--- config.mk ---
export PLATFORM = sky130hd
export DESIGN_NAME = strict_base64_decoder
export DESIGN_NICKNAME = d
export VERILOG_FILES = /design/src/design/sb64_pkg.sv /design/src/design/strict_base64_decoder.sv
export VERILOG_INCLUDE_DIRS = /design/src /design/src/design
export SDC_FILE = /design/constraint.sdc
export NUM_CORES = 1
export LEC_CHECK = 0
export BUFFER_PORTS_ARGS = -buffer_cell sky130_fd_sc_hd__buf_2
export CAP_MARGIN = 20
export CORE_MARGIN = 1
export CORE_UTILIZATION = 58
export DETAILED_ROUTE_END_ITERATION = 7
export GPL_TIMING_DRIVEN = 0
export PLACE_DENSITY_LB_ADDON = 0.15
export SYNTH_ARGS = -nofsm -noshare
export SYNTH_HDL_FRONTEND = slang
export SYNTH_SLANG_ARGS = --single-unit
--- constraint.sdc ---
create_clock -name clock -period 9.6 [get_ports clock]
set_input_delay 1.44 -clock clock [delete_from_list [all_inputs] [get_ports clock]]
set_output_delay 1.44 -clock clock [all_outputs]
set_load 0.01 [all_outputs]
--- src/design/assert_macros.svh ---
// Assertion macros shared by the design files.
// Depends on nothing; include by bare file name.
`ifndef ASSERT_MACROS_SVH
`define ASSERT_MACROS_SVH

// Clocked assertion, silenced while reset is high.
`define SB64_ASSERT(label, clk, rst, prop, msg) \
   label: assert property (@(posedge clk) disable iff (rst) prop) else $error(msg);

// Clocked assertion that also holds during reset.
`define SB64_ASSERT_ALWAYS(label, clk, prop, msg) \
   label: assert property (@(posedge clk) prop) else $error(msg);

`endif

--- src/design/sb64_pkg.sv ---
`timescale 1ns / 1ps
// Package for the strict base64 decoder: beat types, codes, alphabet lookup.
// Depends on nothing.
package sb64_pkg;

   localparam logic       OP_CHAR          = 1'b0;
   localparam logic       OP_END           = 1'b1;
   localparam logic       KIND_DATA        = 1'b0;
   localparam logic       KIND_STATUS      = 1'b1;
   localparam logic       STATUS_OK        = 1'b0;
   localparam logic       STATUS_MALFORMED = 1'b1;
   localparam logic [7:0] CHAR_PAD         = 8'h3D;   // '='
   localparam int         COUNT_W          = 13;

   typedef struct packed {
      logic       op;
      logic [7:0] char_code;
   } req_type;

   typedef struct packed {
      logic               kind;
      logic [7:0]         data_byte;
      logic [COUNT_W-1:0] byte_total;
      logic               status;
      logic               run_last;
   } rsp_type;

   typedef struct packed {
      logic       ok;
      logic [5:0] value;
   } sextet_type;

   // Map one character of the standard alphabet to its 6-bit value.
   function automatic sextet_type sextet_of(input logic [7:0] c);
      sextet_type r;
      r.ok    = 1'b1;
      r.value = 6'd0;
      if (c >= 8'h41 && c <= 8'h5A) begin
         r.value = 6'(c - 8'h41);
      end else if (c >= 8'h61 && c <= 8'h7A) begin
         r.value = 6'(c - 8'h61 + 8'd26);
      end else if (c >= 8'h30 && c <= 8'h39) begin
         r.value = 6'(c - 8'h30 + 8'd52);
      end else if (c == 8'h2B) begin
         r.value = 6'd62;
      end else if (c == 8'h2F) begin
         r.value = 6'd63;
      end else begin
         r.ok = 1'b0;
      end
      return r;
   endfunction

endpackage

--- src/design/strict_base64_decoder.sv ---
`timescale 1ns / 1ps
// Strict base64 decoder: one character or end marker per beat in, bytes and status out.
// A result beat is offered from the output register after the input stage. Throughput:
// one input beat per cycle unless stalled; a full group drains over three byte beats,
// and a closing group or end beat waits in the input stage until the last of them is
// taken. Reset (synchronous, active high) clears the string state, empties both stages
// and sets the byte limit register to 64. Depends on sb64_pkg and assert_macros.svh.
`include "assert_macros.svh"

module strict_base64_decoder #(
   parameter int MAX_DECODED = 4096
) (
   input  logic                         clock,
   input  logic                         reset,
   input  logic                         req_valid,
   output logic                         req_stall,
   input  sb64_pkg::req_type            req_data,
   output logic                         rsp_valid,
   input  logic                         rsp_stall,
   output sb64_pkg::rsp_type            rsp_data,
   input  logic                         csr_wr_en,
   input  logic [sb64_pkg::COUNT_W-1:0] csr_wr_data
);

   localparam int CW = sb64_pkg::COUNT_W;
   // Hard cap on the limit, clipped to what the byte counter can hold.
   localparam int CapInt = (MAX_DECODED > (2 ** CW) - 1) ? (2 ** CW) - 1 : MAX_DECODED;
   localparam logic [CW-1:0] CAP = CW'(CapInt);

   // Limit register.
   logic [CW-1:0] max_bytes_ff;
   logic [CW-1:0] limit;

   // Input stage.
   logic              in_valid_ff, in_valid_in;
   sb64_pkg::req_type in_item_ff;

   // String state.
   logic [1:0]    slot_ff, slot_in;
   logic [17:0]   acc_ff, acc_in;
   logic [1:0]    pad_ff, pad_in;
   logic          padded_done_ff, padded_done_in;
   logic          err_ff, err_in;
   logic          seen_ff, seen_in;
   logic [CW-1:0] bytes_ff, bytes_in;

   // Output register: a status beat or a group of up to three byte beats.
   logic          pend_valid_ff, pend_valid_in;
   logic          pend_kind_ff, pend_kind_in;
   logic [23:0]   pend_word_ff, pend_word_in;
   logic [1:0]    pend_count_ff, pend_count_in;
   logic [CW-1:0] pend_total_ff, pend_total_in;
   logic          pend_status_ff, pend_status_in;

   // Per-item decode results.
   sb64_pkg::sextet_type sx_dec;
   logic          is_pad;
   logic          emit;
   logic          emit_status;
   logic          emit_malformed;
   logic [1:0]    emit_n;
   logic [23:0]   emit_word;
   logic          fire;
   logic          pend_take;
   logic          pend_free;
   logic [CW:0]   bytes_sum;

   assign limit = (max_bytes_ff > CAP) ? CAP : max_bytes_ff;

   // Decode the item held in the input stage against the string state.
   always_comb begin
      logic [5:0] sx;
      logic       bad;
      logic [1:0] pad_next;
      sx             = 6'd0;
      bad            = 1'b0;
      pad_next       = pad_ff;
      sx_dec         = sb64_pkg::sextet_of(in_item_ff.char_code);
      is_pad         = (in_item_ff.char_code == sb64_pkg::CHAR_PAD);
      slot_in        = slot_ff;
      acc_in         = acc_ff;
      pad_in         = pad_ff;
      padded_done_in = padded_done_ff;
      err_in         = err_ff;
      seen_in        = seen_ff;
      bytes_in       = bytes_ff;
      emit           = 1'b0;
      emit_status    = 1'b0;
      emit_malformed = 1'b0;
      emit_n         = 2'd0;
      emit_word      = {acc_ff, 6'd0};
      bytes_sum      = {1'b0, bytes_ff};

      if (in_item_ff.op == sb64_pkg::OP_END) begin
         // Report, then return the string state to its reset values.
         emit           = 1'b1;
         emit_status    = 1'b1;
         emit_n         = 2'd1;
         emit_malformed = err_ff || !seen_ff || (slot_ff != 2'd0);
         slot_in        = 2'd0;
         acc_in         = 18'd0;
         pad_in         = 2'd0;
         padded_done_in = 1'b0;
         err_in         = 1'b0;
         seen_in        = 1'b0;
         bytes_in       = '0;
      end else begin
         seen_in = 1'b1;
         if (err_ff) begin
            bad = 1'b0;   // drop silently, error already recorded
         end else if (padded_done_ff) begin
            bad = 1'b1;
         end else if (is_pad) begin
            if (slot_ff < 2'd2) begin
               bad = 1'b1;
            end else begin
               pad_next = pad_ff + 2'd1;
            end
         end else if (pad_ff != 2'd0 || !sx_dec.ok) begin
            bad = 1'b1;
         end else begin
            sx = sx_dec.value;
         end

         if (bad) begin
            err_in = 1'b1;
         end else if (!err_ff) begin
            pad_in = pad_next;
            if (slot_ff != 2'd3) begin
               acc_in  = {acc_ff[11:0], sx};
               slot_in = slot_ff + 2'd1;
            end else begin
               // Fourth character closes the group.
               emit_word = {acc_ff, sx};
               emit_n    = 2'd3 - pad_next;
               slot_in   = 2'd0;
               acc_in    = 18'd0;
               pad_in    = 2'd0;
               if (pad_next != 2'd0) begin
                  padded_done_in = 1'b1;
               end
               bytes_sum = {1'b0, bytes_ff} + (CW + 1)'(emit_n);
               if (bytes_sum > {1'b0, limit}) begin
                  err_in = 1'b1;
               end else begin
                  emit     = 1'b1;
                  bytes_in = bytes_sum[CW-1:0];
               end
            end
         end
      end
   end

   // Hold the input stage while its results cannot enter the output register.
   assign pend_take = pend_valid_ff && !rsp_stall;
   assign pend_free = !pend_valid_ff || (pend_take && pend_count_ff == 2'd1);
   assign fire      = in_valid_ff && (!emit || pend_free);
   assign req_stall = in_valid_ff && !fire;

   assign in_valid_in = (req_valid && !req_stall) ? 1'b1 : (fire ? 1'b0 : in_valid_ff);

   // Output register next state: load a new run, or advance one beat.
   always_comb begin
      pend_valid_in  = pend_valid_ff;
      pend_kind_in   = pend_kind_ff;
      pend_word_in   = pend_word_ff;
      pend_count_in  = pend_count_ff;
      pend_total_in  = pend_total_ff;
      pend_status_in = pend_status_ff;
      if (fire && emit) begin
         pend_valid_in = 1'b1;
         pend_count_in = emit_n;
         if (emit_status) begin
            pend_kind_in   = sb64_pkg::KIND_STATUS;
            pend_word_in   = 24'd0;
            pend_status_in = emit_malformed ? sb64_pkg::STATUS_MALFORMED
                                            : sb64_pkg::STATUS_OK;
            pend_total_in  = emit_malformed ? '0 : bytes_ff;
         end else begin
            pend_kind_in   = sb64_pkg::KIND_DATA;
            pend_word_in   = emit_word;
            pend_status_in = sb64_pkg::STATUS_OK;
            pend_total_in  = '0;
         end
      end else if (pend_take) begin
         if (pend_count_ff == 2'd1) begin
            pend_valid_in = 1'b0;
         end else begin
            pend_word_in  = {pend_word_ff[15:0], 8'd0};
            pend_count_in = pend_count_ff - 2'd1;
         end
      end
   end

   always_ff @(posedge clock) begin
      if (reset) begin
         max_bytes_ff   <= CW'(64);
         in_valid_ff    <= 1'b0;
         slot_ff        <= 2'd0;
         acc_ff         <= 18'd0;
         pad_ff         <= 2'd0;
         padded_done_ff <= 1'b0;
         err_ff         <= 1'b0;
         seen_ff        <= 1'b0;
         bytes_ff       <= '0;
         pend_valid_ff  <= 1'b0;
         pend_count_ff  <= 2'd0;
      end else begin
         if (csr_wr_en) begin
            max_bytes_ff <= csr_wr_data;
         end
         in_valid_ff <= in_valid_in;
         if (fire) begin
            slot_ff        <= slot_in;
            acc_ff         <= acc_in;
            pad_ff         <= pad_in;
            padded_done_ff <= padded_done_in;
            err_ff         <= err_in;
            seen_ff        <= seen_in;
            bytes_ff       <= bytes_in;
         end
         pend_valid_ff <= pend_valid_in;
         pend_count_ff <= pend_count_in;
      end
   end

   // Payload registers: no reset needed.
   always_ff @(posedge clock) begin
      if (req_valid && !req_stall) begin
         in_item_ff <= req_data;
      end
      pend_kind_ff   <= pend_kind_in;
      pend_word_ff   <= pend_word_in;
      pend_total_ff  <= pend_total_in;
      pend_status_ff <= pend_status_in;
   end

   assign rsp_valid           = pend_valid_ff;
   assign rsp_data.kind       = pend_kind_ff;
   assign rsp_data.data_byte  = pend_word_ff[23:16];
   assign rsp_data.byte_total = pend_total_ff;
   assign rsp_data.status     = pend_status_ff;
   assign rsp_data.run_last   = (pend_count_ff == 2'd1);

   `SB64_ASSERT(a_pend_count, clock, reset, pend_valid_ff |-> pend_count_ff != 2'd0, "output register valid with empty run")
   `SB64_ASSERT(a_status_single, clock, reset, (pend_valid_ff && pend_kind_ff == sb64_pkg::KIND_STATUS) |-> pend_count_ff == 2'd1, "status beat not single")
   `SB64_ASSERT(a_run_continues, clock, reset, (rsp_valid && !rsp_stall && !rsp_data.run_last) |=> (rsp_valid && rsp_data.kind == sb64_pkg::KIND_DATA), "byte run broken")
   `SB64_ASSERT(a_under_limit, clock, reset, bytes_ff <= limit || $past(csr_wr_en), "byte count above limit")

endmodule
# Yosys cells after proc, flatten, opt, wreduce, memory -nomap -nowiden
# Cells that the tools add are included.
# word_totals
ff_bits,103
input_bits,27
output_inout_bits,26
wordCells,163
# op_classes
n_addsub,10
magnitude_cmp,9
n_eq_ne,10
n_mux,82
bitwise,1
n_reduce_logical,34
# op_table
cell,count
$mux W24,4
$mux W13,6
$mux W18,4
$mux W6,12
$mux W2,20
$mux W1,36
$eq A8 B6 Y1 const B,3
$ge A8 B7 Y1 const B,2
$le A8 B7 Y1 const B,2
$add A13 B2 Y14,1
$gt A14 B13 Y1,1
$reduce_bool A2 Y1,7
$gt A13 B13 Y1 const B,1
$sub A6 B6 Y6 const B,2
$ne A2 B2 Y1 const B,5
$reduce_and A5 Y1,2
$logic_and A1 B1 Y1,9
$ge A8 B6 Y1 const B,1
$le A8 B6 Y1 const B,1
$logic_not A1 Y1,7
$add A6 B5 Y6 const B,1
$add A6 B6 Y6 const B,1
$sub A6 B1 Y6 const B,1
$logic_or A1 B1 Y1,5
10 further kinds,12

# Depth between registers and ports, before layout
# Gate-level depths: netlist of run 1.
# depth
depth_word,23
depth_mapped,23
ltp_nobuf,21

# Worst setup path before layout of run 1
# No wires, ideal clock.
# synth_path
kind,register -> output
start,reg in_item_ff[1] (netlist name)
end,out req_stall
t_arrival_ns,4.931
t_required_ns,8.160
path_slack_ns,3.229
stages_incl_launch_ff,20
path_buffers,1
cell_sequence,edfxtp_1 > inv_1 > ha_1 > nand2_1 > nor4b_2 > mux2i_1 > fa_1 > nand2_1 > or2_2 > clkbuf_1 > nor2_1 > nand3_1 > xnor2_1 > ha_1 > nand3_2 > or3_4 > or4_4 > o21ai_0 > a31oi_1 > nor3b_1
# synth_between
elab_chain_cells,20
elab_cells_between_ends,41
cone_classes,add/sub (2); order compare (7); eq/ne (3); mux (19); reduce/logical (10)
# synth_lines
item,line_no,rtl
from (decl),strict_base64_decoder.sv:36,sb64_pkg::req_type in_item_ff;
from (signal assigned),strict_base64_decoder.sv:230,in_item_ff <= req_data;
branches (longest 13 deep; another with $add A13 B2 Y14),n/a,
$mux W1 *,strict_base64_decoder.sv:125,if (bad) begin
$mux W1 *,strict_base64_decoder.sv:94,if (in_item_ff.op == sb64_pkg::OP_END) begin
$logic_not A1 Y1 *,strict_base64_decoder.sv:157,assign fire = in_valid_ff && (!emit || pend_free);
$logic_or A1 B1 Y1 *,strict_base64_decoder.sv:157,
$logic_and A1 B1 Y1 *,strict_base64_decoder.sv:157,
$logic_not A1 Y1 *,strict_base64_decoder.sv:158,assign req_stall = in_valid_ff && !fire;
$logic_and A1 B1 Y1 *,strict_base64_decoder.sv:158,
to (decl),strict_base64_decoder.sv:16,"output logic req_stall,"
# Every way passes the cells marked *. The select of a mux whose other input is x is not followed.

# Worst setup path in the final report of run 1
# layout_path
start,reg in_item_ff[2] (netlist name)
end,out req_stall
# The elaborated chain is that of the path after synthesis.

==> results of run 1 <==
[metal layers]
metal,GRT usage (%),share of wire [%]
met4,8.03,2.2
met5,0,0
met2,39.7,44
met1,35.8,48
met3,4.87,6.1
[layout make-up]
class | instances | area share [%]
Buffer | 34 | 3.08
Clock buffer | 9 | 2.01
Clock inverter | 7 | 1.03
Inverter | 26 | 1.58
Multi-Input combinational cell | 397 | 44.4
Sequential cell | 103 | 41.2
Tap cell | 129 | 2.62
Timing Repair Buffer | 50 | 4.06
[metrics by stage]
step	hold WS, ns	setup WS [ns]	instance area [µm²]	instances	utilization, %
2_1_floorplan	0.434	3.23	5570	560	-
3_3_place_gp	0.444	2.43	5980	739	64.4
3_5_place_dp	0.450	2.31	5980	739	64.4
4_1_cts	0.466	1.87	6170	755	66.4
5_1_grt	0.482	1.29	6170	755	66.4
6_report	0.470	1.84	6170	755	66.4
[state kept, by name (all words and copies together) (netlist names), 2 cells and up]
| name | cells |
|---|---|
| pad_ff | 2 |
| pend_word_ff | 24 |
| in_item_ff | 9 |
| max_bytes_ff | 13 |
| pend_count_ff | 2 |
| bytes_ff | 13 |
| slot_ff | 2 |
| acc_ff | 18 |
| pend_total_ff | 13 |
[worst max path at each step]
stage	to	cells after the start	slack [ns]
2_1_floorplan	req_stall	19	3.23
3_3_place_gp	req_stall	19	2.43
3_5_place_dp	req_stall	19	2.31
4_1_cts	req_stall	19	1.87
5_1_grt	req_stall	19	1.29
6_report	req_stall	19	1.84
[power groups by stage]
stage | registers, µW | clock network (µW) | logic [µW]
after floorplan | 488 | 0 | 61.7
after global placement | 490 | 0 | 83.0
after detailed placement | 490 | 0 | 85.2
after CTS | 480 | 270 | 85.8
after global routing | 482 | 288 | 95.6
final | 480 | 267 | 85.9
[synthesized netlist by cell type, types with 5 or more instances]
master and number:
clkbuf_1 13, nor2_1 35, xor2_1 5, inv_1 24, nor2b_1 11, buf_2 7
o21ai_0 29, and3_1 8, buf_4 10, dfxtp_1 55, nor3_1 7, xnor2_1 11
nand3_1 9, a31oi_1 6, and2_1 19, ha_1 28, a21oi_1 18, edfxtp_1 48
a22o_1 17, mux2i_1 31, nand2_1 80
[cells in the final DEF, fill, tap and decap left out, types with 3 or more instances in the layout]
cell and count:
and3_1 8, a221oi_1 4, mux2i_1 31, a21o_1 3, nor4_1 3, buf_2 57
a21oi_1 18, o21a_1 3, and4_1 4, nand4_1 3, a31oi_1 6, inv_1 24
dfxtp_1 55, nor3_1 7, o21bai_1 4, edfxtp_1 48, clkbuf_8 9, o21ai_0 29
or2_2 3, and2_1 19, ha_1 28, nor2_1 35, xnor2_1 11, a211o_1 3
a22o_1 17, buf_4 10, xor2_1 5, clkbuf_1 13, nand3_1 9, nand2_1 80
nor2b_1 11
[worst min-delay path, delay by kind of cell, from the launching register on]
| family | cells | cell delay, ns |
|---|---|---|
| DFF | 1 | 0.33 |
| and+or+nand+nor | 1 | 0.05 |
| muxes | 1 | 0.05 |
[cell families (layout without fill, tap and decap cells)]
group / count (synthesis) / after routing / share of synthesized area, %
AO/OA/AOI/OAI: 121 / 121 / 16.0
multiplexers: 33 / 33 / 5.98
adder cells (fa/ha/maj): 29 / 29 / 6.65
buffers and inverters: 60 / 126 / 5.17
AND/OR/NAND/NOR: 198 / 198 / 18.1
XOR/XNOR: 16 / 16 / 2.52
flip-flops: 103 / 103 / 45.7
==> flow_metrics.tcl, run 1 <==
set metrics [dict create \
    areaGrowthSynthToFinish_pct 10.8 \
    fin_setup_tns_ns 0 \
    setup_violations 0 \
    cp.arrival_ns 6.32 \
    synthTopCellsByArea "edfxtp_1, dfxtp_1, ha_1" \
    worstHoldEndpoint "acc_ff[16]" \
    grt_setup_unrepaired "false" \
    fin_crit_ns 7.76 \
    switching_share_pct 27.2 \
    crit_path_cell_trace "ha_1 -> nand2_1 -> nor4b_2 -> mux2i_1 -> fa_1 -> nand2_1 -> or2_2 -> clkbuf_1 -> nor2_1 -> nand3_1 -> xnor2_1 -> ha_1 -> nand3_2 -> or3_4 -> or4_4 -> o21ai_0 -> a31oi_1 -> nor3b_1 -> buf_2" \
    vdd_ir_drop_max_mv 0.0776 \
    p_per_area_nw_per_um2 135 \
    yosys.cell_types.count 77 \
    root_buffer "clkbuf_8" \
    fin_worst_skew_ns 0.00970 \
    p_int_uw 607 \
    maxCapViolations 0 \
    seqCellArea_um2 2540 \
    routed_via_density 5.69 \
    hp-start "acc_ff[16]" \
    cts_resized 0 \
    cts.htree.levels 3 \
    wire_per_inst_um 15.8 \
    worstMarginPinSlew_ns 0.841 \
    power.share.combinational_pct 10.3 \
    syn_area_per_cell_um2 9.94 \
    slowest_stage "nor4b_2" \
    postCtsHoldBufs 0 \
    drt_first_pass_iters 5 \
    core-area_um2 9280 \
    max_freq_mhz 129 \
    hold_depth 2 \
    ys.warnings.count 0 \
    switching_power_uw 227 \
    multi_input_area_um2 2740 \
    worst-path-buf-inv 2 \
    drv_slew 0 \
    crit_fanout 9 \
    final_hold_viol_count 0 \
    pwr-share-seq_pct 57.6 \
    antennaDiodeCount 0 \
    cts_buffers 9 \
    fill_cells 764 \
    clk_pin_slew_ns 0.11 \
    fin_crit_sh_pct 80.8 \
    clock_power_share_pct 32.1 \
    io_buffers 50 \
    wl_mm 11.9 \
    nets 677 \
    syn_inst 560 \
    cts_tree "built" \
    grt.overflow.total 0 \
    max_stage_delay_ns 0.57 \
    drtAntennaViolNets 0 \
    timing.rr.end "pend_word_ff[19]" \
    required_ns 8.16 \
    grt_pass1_vias 4113 \
    crit_type "flop to primary output" \
    outcome "finished clean" \
    cp-start-kind "flop" \
    path_delay_family "simple AND/OR/NAND/NOR gates" \
    async_reset_ff_share_pct 0 \
    yosysSeqAreaShare_pct 45.7 \
    clkLatencyLatePin_ns 0.37 \
    p_leak_uw 0.00246 \
    syn_nets 616 \
    crit_start "in_item_ff[2]" \
    hpwl_mm 8.67 \
    ys_seq_elements 103 \
    rows 35 \
    cts_setup_buffers 0 \
    vias 4294 \
    reg2reg_depth 20 \
    max_slew_margin_pct 43.5 \
    dieArea_um2 10000 \
    hold_path.class "flop to flop" \
    cts_max_path_buffers 2 \
    initial_core_util_pct 60.0 \
    synth_edf_count 48 \
    synthDominantCellAreaShare_pct 25.9 \
    die_y_um 100 \
    p_total_uw 834 \
    clkSinkCount 103 \
    drive_gt1_share_pct 16.9 \
    rr_startpoint "in_item_ff[2]" \
    remaining_drc_errors 0 \
    num_io_pins 53 \
    grt_pass1_wl_mm 19.9 \
    rrSetupSlack_ns 2.79 \
    end_kind "primary output" \
    antenna_found_initial 0 \
    grt_max_degree 25 \
    gp_congestion 0.957 \
    yosys.area.top_type "edfxtp_1" \
    die_x_um 100 \
    grt_usage_pct 25.4 \
    drt_iter0_markers 173 \
    syn_area_um2 5570 \
    ys.flop_type "dfxtp_1" \
]
No activity file was read; power rests on OpenSTA's default activity.
==> inputs of run 2 (changes only) <==
==> constraint.sdc (replaced) <==
create_clock -name clock -period 7.95 [get_ports clock]
set_input_delay 1.1925 -clock clock [delete_from_list [all_inputs] [get_ports clock]]
set_output_delay 1.1925 -clock clock [all_outputs]
set_load 0.01 [all_outputs]
==> run 2 against run 1 <==
- critical path depth rose by 1
- hold slack barely moved
- via count rose by 0.40%
- global-route usage did not move
- critical path type unchanged
- critical endpoint unchanged
- highest routed layer unchanged
==> flow_metrics.tcl, run 2 (synthesized netlist as in run 1, its figures left out) <==
set metrics [dict create \
    final_common_cell "nand2_1" \
    cts.htree.levels 3 \
    seqCellArea_um2 2540 \
    crit_fanout 9 \
    dpl_worst_slack_ns 0.908 \
    antennaDiodeCount 0 \
    timing.rr.end "pend_word_ff[9]" \
    grt_pass1_wl_mm 19.9 \
    initial_core_util_pct 60.0 \
    crit_type "flop to primary output" \
    rrSetupSlack_ns 1.20 \
    hold_path.class "flop to flop" \
    required_ns 6.76 \
    core-area_um2 9280 \
    grt.overflow.total 0 \
    io_buffers 50 \
    die_y_um 100 \
    gr-max-usage-layer "met2" \
    outcome "finished clean" \
    hold_depth 2 \
    clkLatencyLatePin_ns 0.37 \
    vdd_ir_drop_max_mv 0.0937 \
    fill_cells 765 \
    cts_buffers 9 \
    drv_slew 0 \
    use_met2_pct 39.7 \
    wl_mm 12.0 \
    die_x_um 100 \
    hp-start "acc_ff[16]" \
    drt_first_pass_iters 5 \
    drtAntennaViolNets 0 \
    maxCapViolations 0 \
    wire_per_inst_um 15.9 \
    antenna_found_initial 0 \
    fin_crit_ns 7.45 \
    grt_usage_pct 25.4 \
    rows 35 \
    worst_slack_ns 0.502 \
    p_leak_uw 0.00246 \
    largest_reg_flops 24 \
    cts_tree "built" \
    setup_violations 0 \
    dieArea_um2 10000 \
    final_hold_viol_count 0 \
    root_buffer "clkbuf_8" \
    num_io_pins 53 \
    clk_pin_slew_ns 0.11 \
    worstHoldEndpoint "acc_ff[16]" \
    max_slew_margin_pct 43.7 \
    largestRegisters "pend_word_ff: 24 flops, acc_ff: 18 flops" \
    grt.met1_usage_pct 35.8 \
    grt_setup_unrepaired "false" \
    cts_max_path_buffers 2 \
    drt_iter0_markers 181 \
    cp.arrival_ns 6.26 \
    end_kind "primary output" \
    areaGrowthSynthToFinish_pct 10.8 \
    cp-start-kind "flop" \
    gp_congestion 0.957 \
    p_total_uw 1010 \
    grt_max_degree 25 \
    postCtsHoldBufs 0 \
    fin_crit_sh_pct 93.7 \
    p_per_area_nw_per_um2 163 \
    largest_register "pend_word_ff" \
    rr_startpoint "in_item_ff[2]" \
    layout_common_cells "nand2_1, buf_2, dfxtp_1" \
    reg2reg_depth 21 \
    fin_util_pct 66.5 \
    routed_via_density 5.71 \
    gr-usage-met3_pct 4.87 \
    max_freq_mhz 134 \
    remaining_drc_errors 0 \
    hpwl_mm 8.67 \
    drive_gt1_share_pct 17.1 \
    clkSinkCount 103 \
    fin_worst_skew_ns 0.00976 \
    nets 677 \
    vias 4311 \
    worstMarginPinSlew_ns 0.838 \
    multi_input_area_um2 2740 \
    fin_setup_tns_ns 0 \
    grt_pass1_vias 4113 \
]
## run 2: metal layers
layer | up-vias | part of all wire [%]
met4 | 0 | 2.1
li1 | 2134 | -
met3 | 21 | 5.6
met2 | 135 | 44
met5 | - | 0
met1 | 2021 | 49
## run 2: worst max-delay path, cell delays in order, from the launching register on
cell and delay [ns]:
edfxtp_1 0.55, ha_1 0.37, nand2_1 0.14, nor4b_2 0.59, xnor2_1 0.27, ha_1 0.26
fa_1 0.25, nand2_1 0.06, or2_2 0.27, clkbuf_1 0.18, nor2_1 0.25, nand3_1 0.13
xnor2_1 0.17, ha_1 0.33, nand3_2 0.10, or3_4 0.41, or4_4 0.55, o21ai_0 0.19
a31oi_1 0.17, nor3b_1 0.44, buf_2 0.22
## run 2: how the worst max path moves through the flow
stage | startpoint | endpoint | slack (ns) | cells past startpoint
after detailed placement | in_item_ff[3] | req_stall | 0.91 | 19
after CTS | in_item_ff[3] | req_stall | 0.47 | 19
final | in_item_ff[2] | req_stall | 0.50 | 20
after global placement | in_item_ff[3] | req_stall | 1.03 | 19
after floorplan | in_item_ff[1] | req_stall | 1.83 | 19
after global routing | in_item_ff[3] | req_stall | 0.01 | 19
## run 2: metrics by stage
stage	instance area, µm²	instances	hold WS, ns
detailed placement	5980	739	0.450
global route	6170	755	0.482
CTS	6170	755	0.466
global placement	5980	739	0.444
floorplan	5570	560	0.434
finish	6170	755	0.470
## run 2: power by group
| group | switching, µW | leakage, µW | total [µW] | internal, µW |
|---|---|---|---|---|
| clock network | 202 | 0.0000903 | 323 | 121 |
| registers | 10.2 | 0.000919 | 580 | 570 |
| logic | 62.4 | 0.00145 | 104 | 41.5 |
| total | 275 | 0.00246 | 1010 | 733 |
## run 2: repair_timing
action,in CTS,in global routing
gates resized for setup,0,1
buffers inserted,0,0
endpoints found under the setup margin,0,1
## run 2: cell type report
type	count	area share [%]
inverter	26	1.58
buffer	34	3.08
multi-input combinational	397	44.4
clock buffer	9	2.01
timing repair buffer	50	4.06
clock inverter	7	1.03
tap	129	2.62
sequential	103	41.2
==> inputs of run 3 (changes only) <==
--- a/config.mk
+++ b/config.mk
@@ -13,6 +13,8 @@
 export DETAILED_ROUTE_END_ITERATION = 7
 export GPL_TIMING_DRIVEN = 0
 export PLACE_DENSITY_LB_ADDON = 0.15
+export RECOVER_POWER = 100
+export SETUP_SLACK_MARGIN = 0.1
 export SYNTH_ARGS = -nofsm -noshare
 export SYNTH_HDL_FRONTEND = slang
 export SYNTH_SLANG_ARGS = --single-unit
==> run 3 against run 2 <==
- register-to-register slack got worse by 0.34 ns
- sequential share of layout area grew 0.62 points
- clock power barely moved
- final area fell by 1.5%
- cell count unchanged
- maximum frequency up 1.7%
- power shrank 0.37%
- combinational power about the same
- clock skew is 0.0028 ns higher
- largest power group unchanged
==> flow_metrics.tcl, run 3 (synthesized netlist as in run 1, its figures left out) <==
set metrics [dict create \
    gr-usage-met3_pct 4.87 \
    gp_congestion 0.957 \
    grt.overflow.total 0 \
    drtAntennaViolNets 0 \
    max_freq_mhz 137 \
    crit_path_cell_trace "ha_1 -> nand2_1 -> nor4b_4 -> xnor2_1 -> ha_1 -> fa_1 -> nand2_1 -> or2_2 -> clkbuf_1 -> nor2_1 -> nand3_1 -> xnor2_1 -> ha_1 -> nand3_2 -> or3_1 -> or4_1 -> o21ai_0 -> a31oi_1 -> nor3b_1 -> clkbuf_1" \
    postCtsHoldBufs 0 \
    switching_power_uw 273 \
    wl_mm 12.0 \
    clock_power_share_pct 32.1 \
    maxCapViolations 0 \
    layout_common_cells "nand2_1, dfxtp_1, edfxtp_1" \
    vdd_ir_drop_max_mv 0.0935 \
    routed_via_density 5.69 \
    vias 4294 \
    cts.htree.levels 3 \
    cp.arrival_ns 6.13 \
    crit_type "flop to primary output" \
    remaining_drc_errors 0 \
    grt_max_degree 25 \
    final_area_um2 6080 \
    fin_crit_sh_pct 92.1 \
    p_per_area_nw_per_um2 165 \
    grt_pass1_wl_mm 19.9 \
    grt_pass1_vias 4113 \
    die_x_um 100 \
    num_io_pins 53 \
    grt_usage_pct 25.4 \
    drive_gt1_share_pct 11.0 \
    layout.cells.non_filler 755 \
    end_kind "primary output" \
    clkSinkCount 103 \
    nets 677 \
    drt_iter0_markers 183 \
    hpwl_mm 8.67 \
    die_y_um 100 \
    cts_max_path_buffers 2 \
    fill_cells 783 \
    io_buffers 50 \
    use_met2_pct 39.7 \
    initial_core_util_pct 60.0 \
    slowest_stage "or4_1" \
    final_common_cell "nand2_1" \
    switching_share_pct 27.2 \
    drv_slew 0 \
    fin_crit_ns 7.32 \
    max_stage_delay_ns 0.58 \
    antenna_found_initial 0 \
    root_buffer "clkbuf_8" \
    wire_per_inst_um 15.8 \
    fin_setup_tns_ns 0 \
    clkLatencyLatePin_ns 0.37 \
    core-area_um2 9280 \
    grt_setup_unrepaired "false" \
    postPlaceCellArea_um2 5980 \
    dp.cells 739 \
    power.share.combinational_pct 10.0 \
    max_slew_margin_pct 43.5 \
    largest_reg_flops 24 \
    rows 35 \
    cts_tree "built" \
    pwr-share-seq_pct 57.8 \
    clk_pin_slew_ns 0.11 \
    cts_buffers 9 \
    largestRegisters "pend_word_ff: 24 flops, acc_ff: 18 flops" \
    drt_first_pass_iters 5 \
    worstMarginPinSlew_ns 0.848 \
    cpMostUsedCell "ha_1" \
    cts_setup_buffers 0 \
    p_leak_uw 0.00234 \
    largest_register "pend_word_ff" \
    antennaDiodeCount 0 \
    outcome "finished clean" \
    fin_worst_skew_ns 0.0126 \
    cts_resized 0 \
    hold_path.class "flop to flop" \
    required_ns 6.76 \
    crit_fanout 9 \
    areaGrowthSynthToFinish_pct 9.19 \
    dieArea_um2 10000 \
    final_hold_viol_count 0 \
    setup_violations 0 \
    grt.met1_usage_pct 35.8 \
    gr-max-usage-layer "met2" \
    cp-start-kind "flop" \
    p_int_uw 731 \
]
==> run 3: metrics by stage <==
step	total power [µW]	utilization (%)	hold slack (ns)	setup WS, ns
5_1_grt	1040	65.5	0.482	0.112
6_report	1000	65.5	0.467	0.627
3_5_place_dp	695	64.4	0.450	0.908
4_1_cts	1010	66.4	0.466	0.466
3_3_place_gp	692	64.4	0.444	1.03
2_1_floorplan	664	-	0.434	1.83
==> run 3: metal layers <==
metal / share of wire [%] / routed length [µm]
met1: 49 / 5870
met2: 44 / 5260
met3: 5.1 / 606
met4: 1.9 / 223
met5: 0 / 0
==> run 3: area by class of cell <==
cell class / instances / area [µm²] / area share [%]
plain buffers: 34 / 170 / 2.80
inverters: 26 / 97.6 / 1.61
multi-input cells: 397 / 2700 / 44.5
well taps: 129 / 161 / 2.65
flip-flops and latches: 103 / 2540 / 41.8
clock buffers: 9 / 124 / 2.04
repair buffers: 50 / 218 / 3.58
clock inverters: 7 / 63.8 / 1.05
==> run 3: path summary, 6_finish.rpt <==
kind / start / endpoint / slack (ns) / cells past startpoint
worst max-delay path: in_item_ff[3] / req_stall / 0.63 / 20
worst min-delay path: acc_ff[14] / acc_ff[14] / 0.47 / 2
worst max register to register: in_item_ff[3] / pend_word_ff[9] / 0.86 / 21
worst min register to register: acc_ff[14] / acc_ff[14] / 0.47 / 2
==> run 3: critical path, delay by kind of cell, from the launching register on <==
| kind | cells | cell delay [ns] |
|---|---|---|
| buffers and inverters | 2 | 0.39 |
| flip-flops | 1 | 0.54 |
| AO/OA/AOI/OAI | 2 | 0.36 |
| adder cells (fa/ha/maj) | 4 | 1.21 |
| XOR/XNOR | 2 | 0.42 |
| AND/OR/NAND/NOR | 10 | 2.85 |
==> run 3: power groups by stage <==
stage / clock network [µW] / registers, µW / logic, µW
after floorplan: 0 / 589 / 74.5
after global placement: 0 / 591 / 100
after detailed placement: 0 / 592 / 103
after CTS: 326 / 580 / 104
after global routing: 347 / 583 / 112
final: 323 / 580 / 101
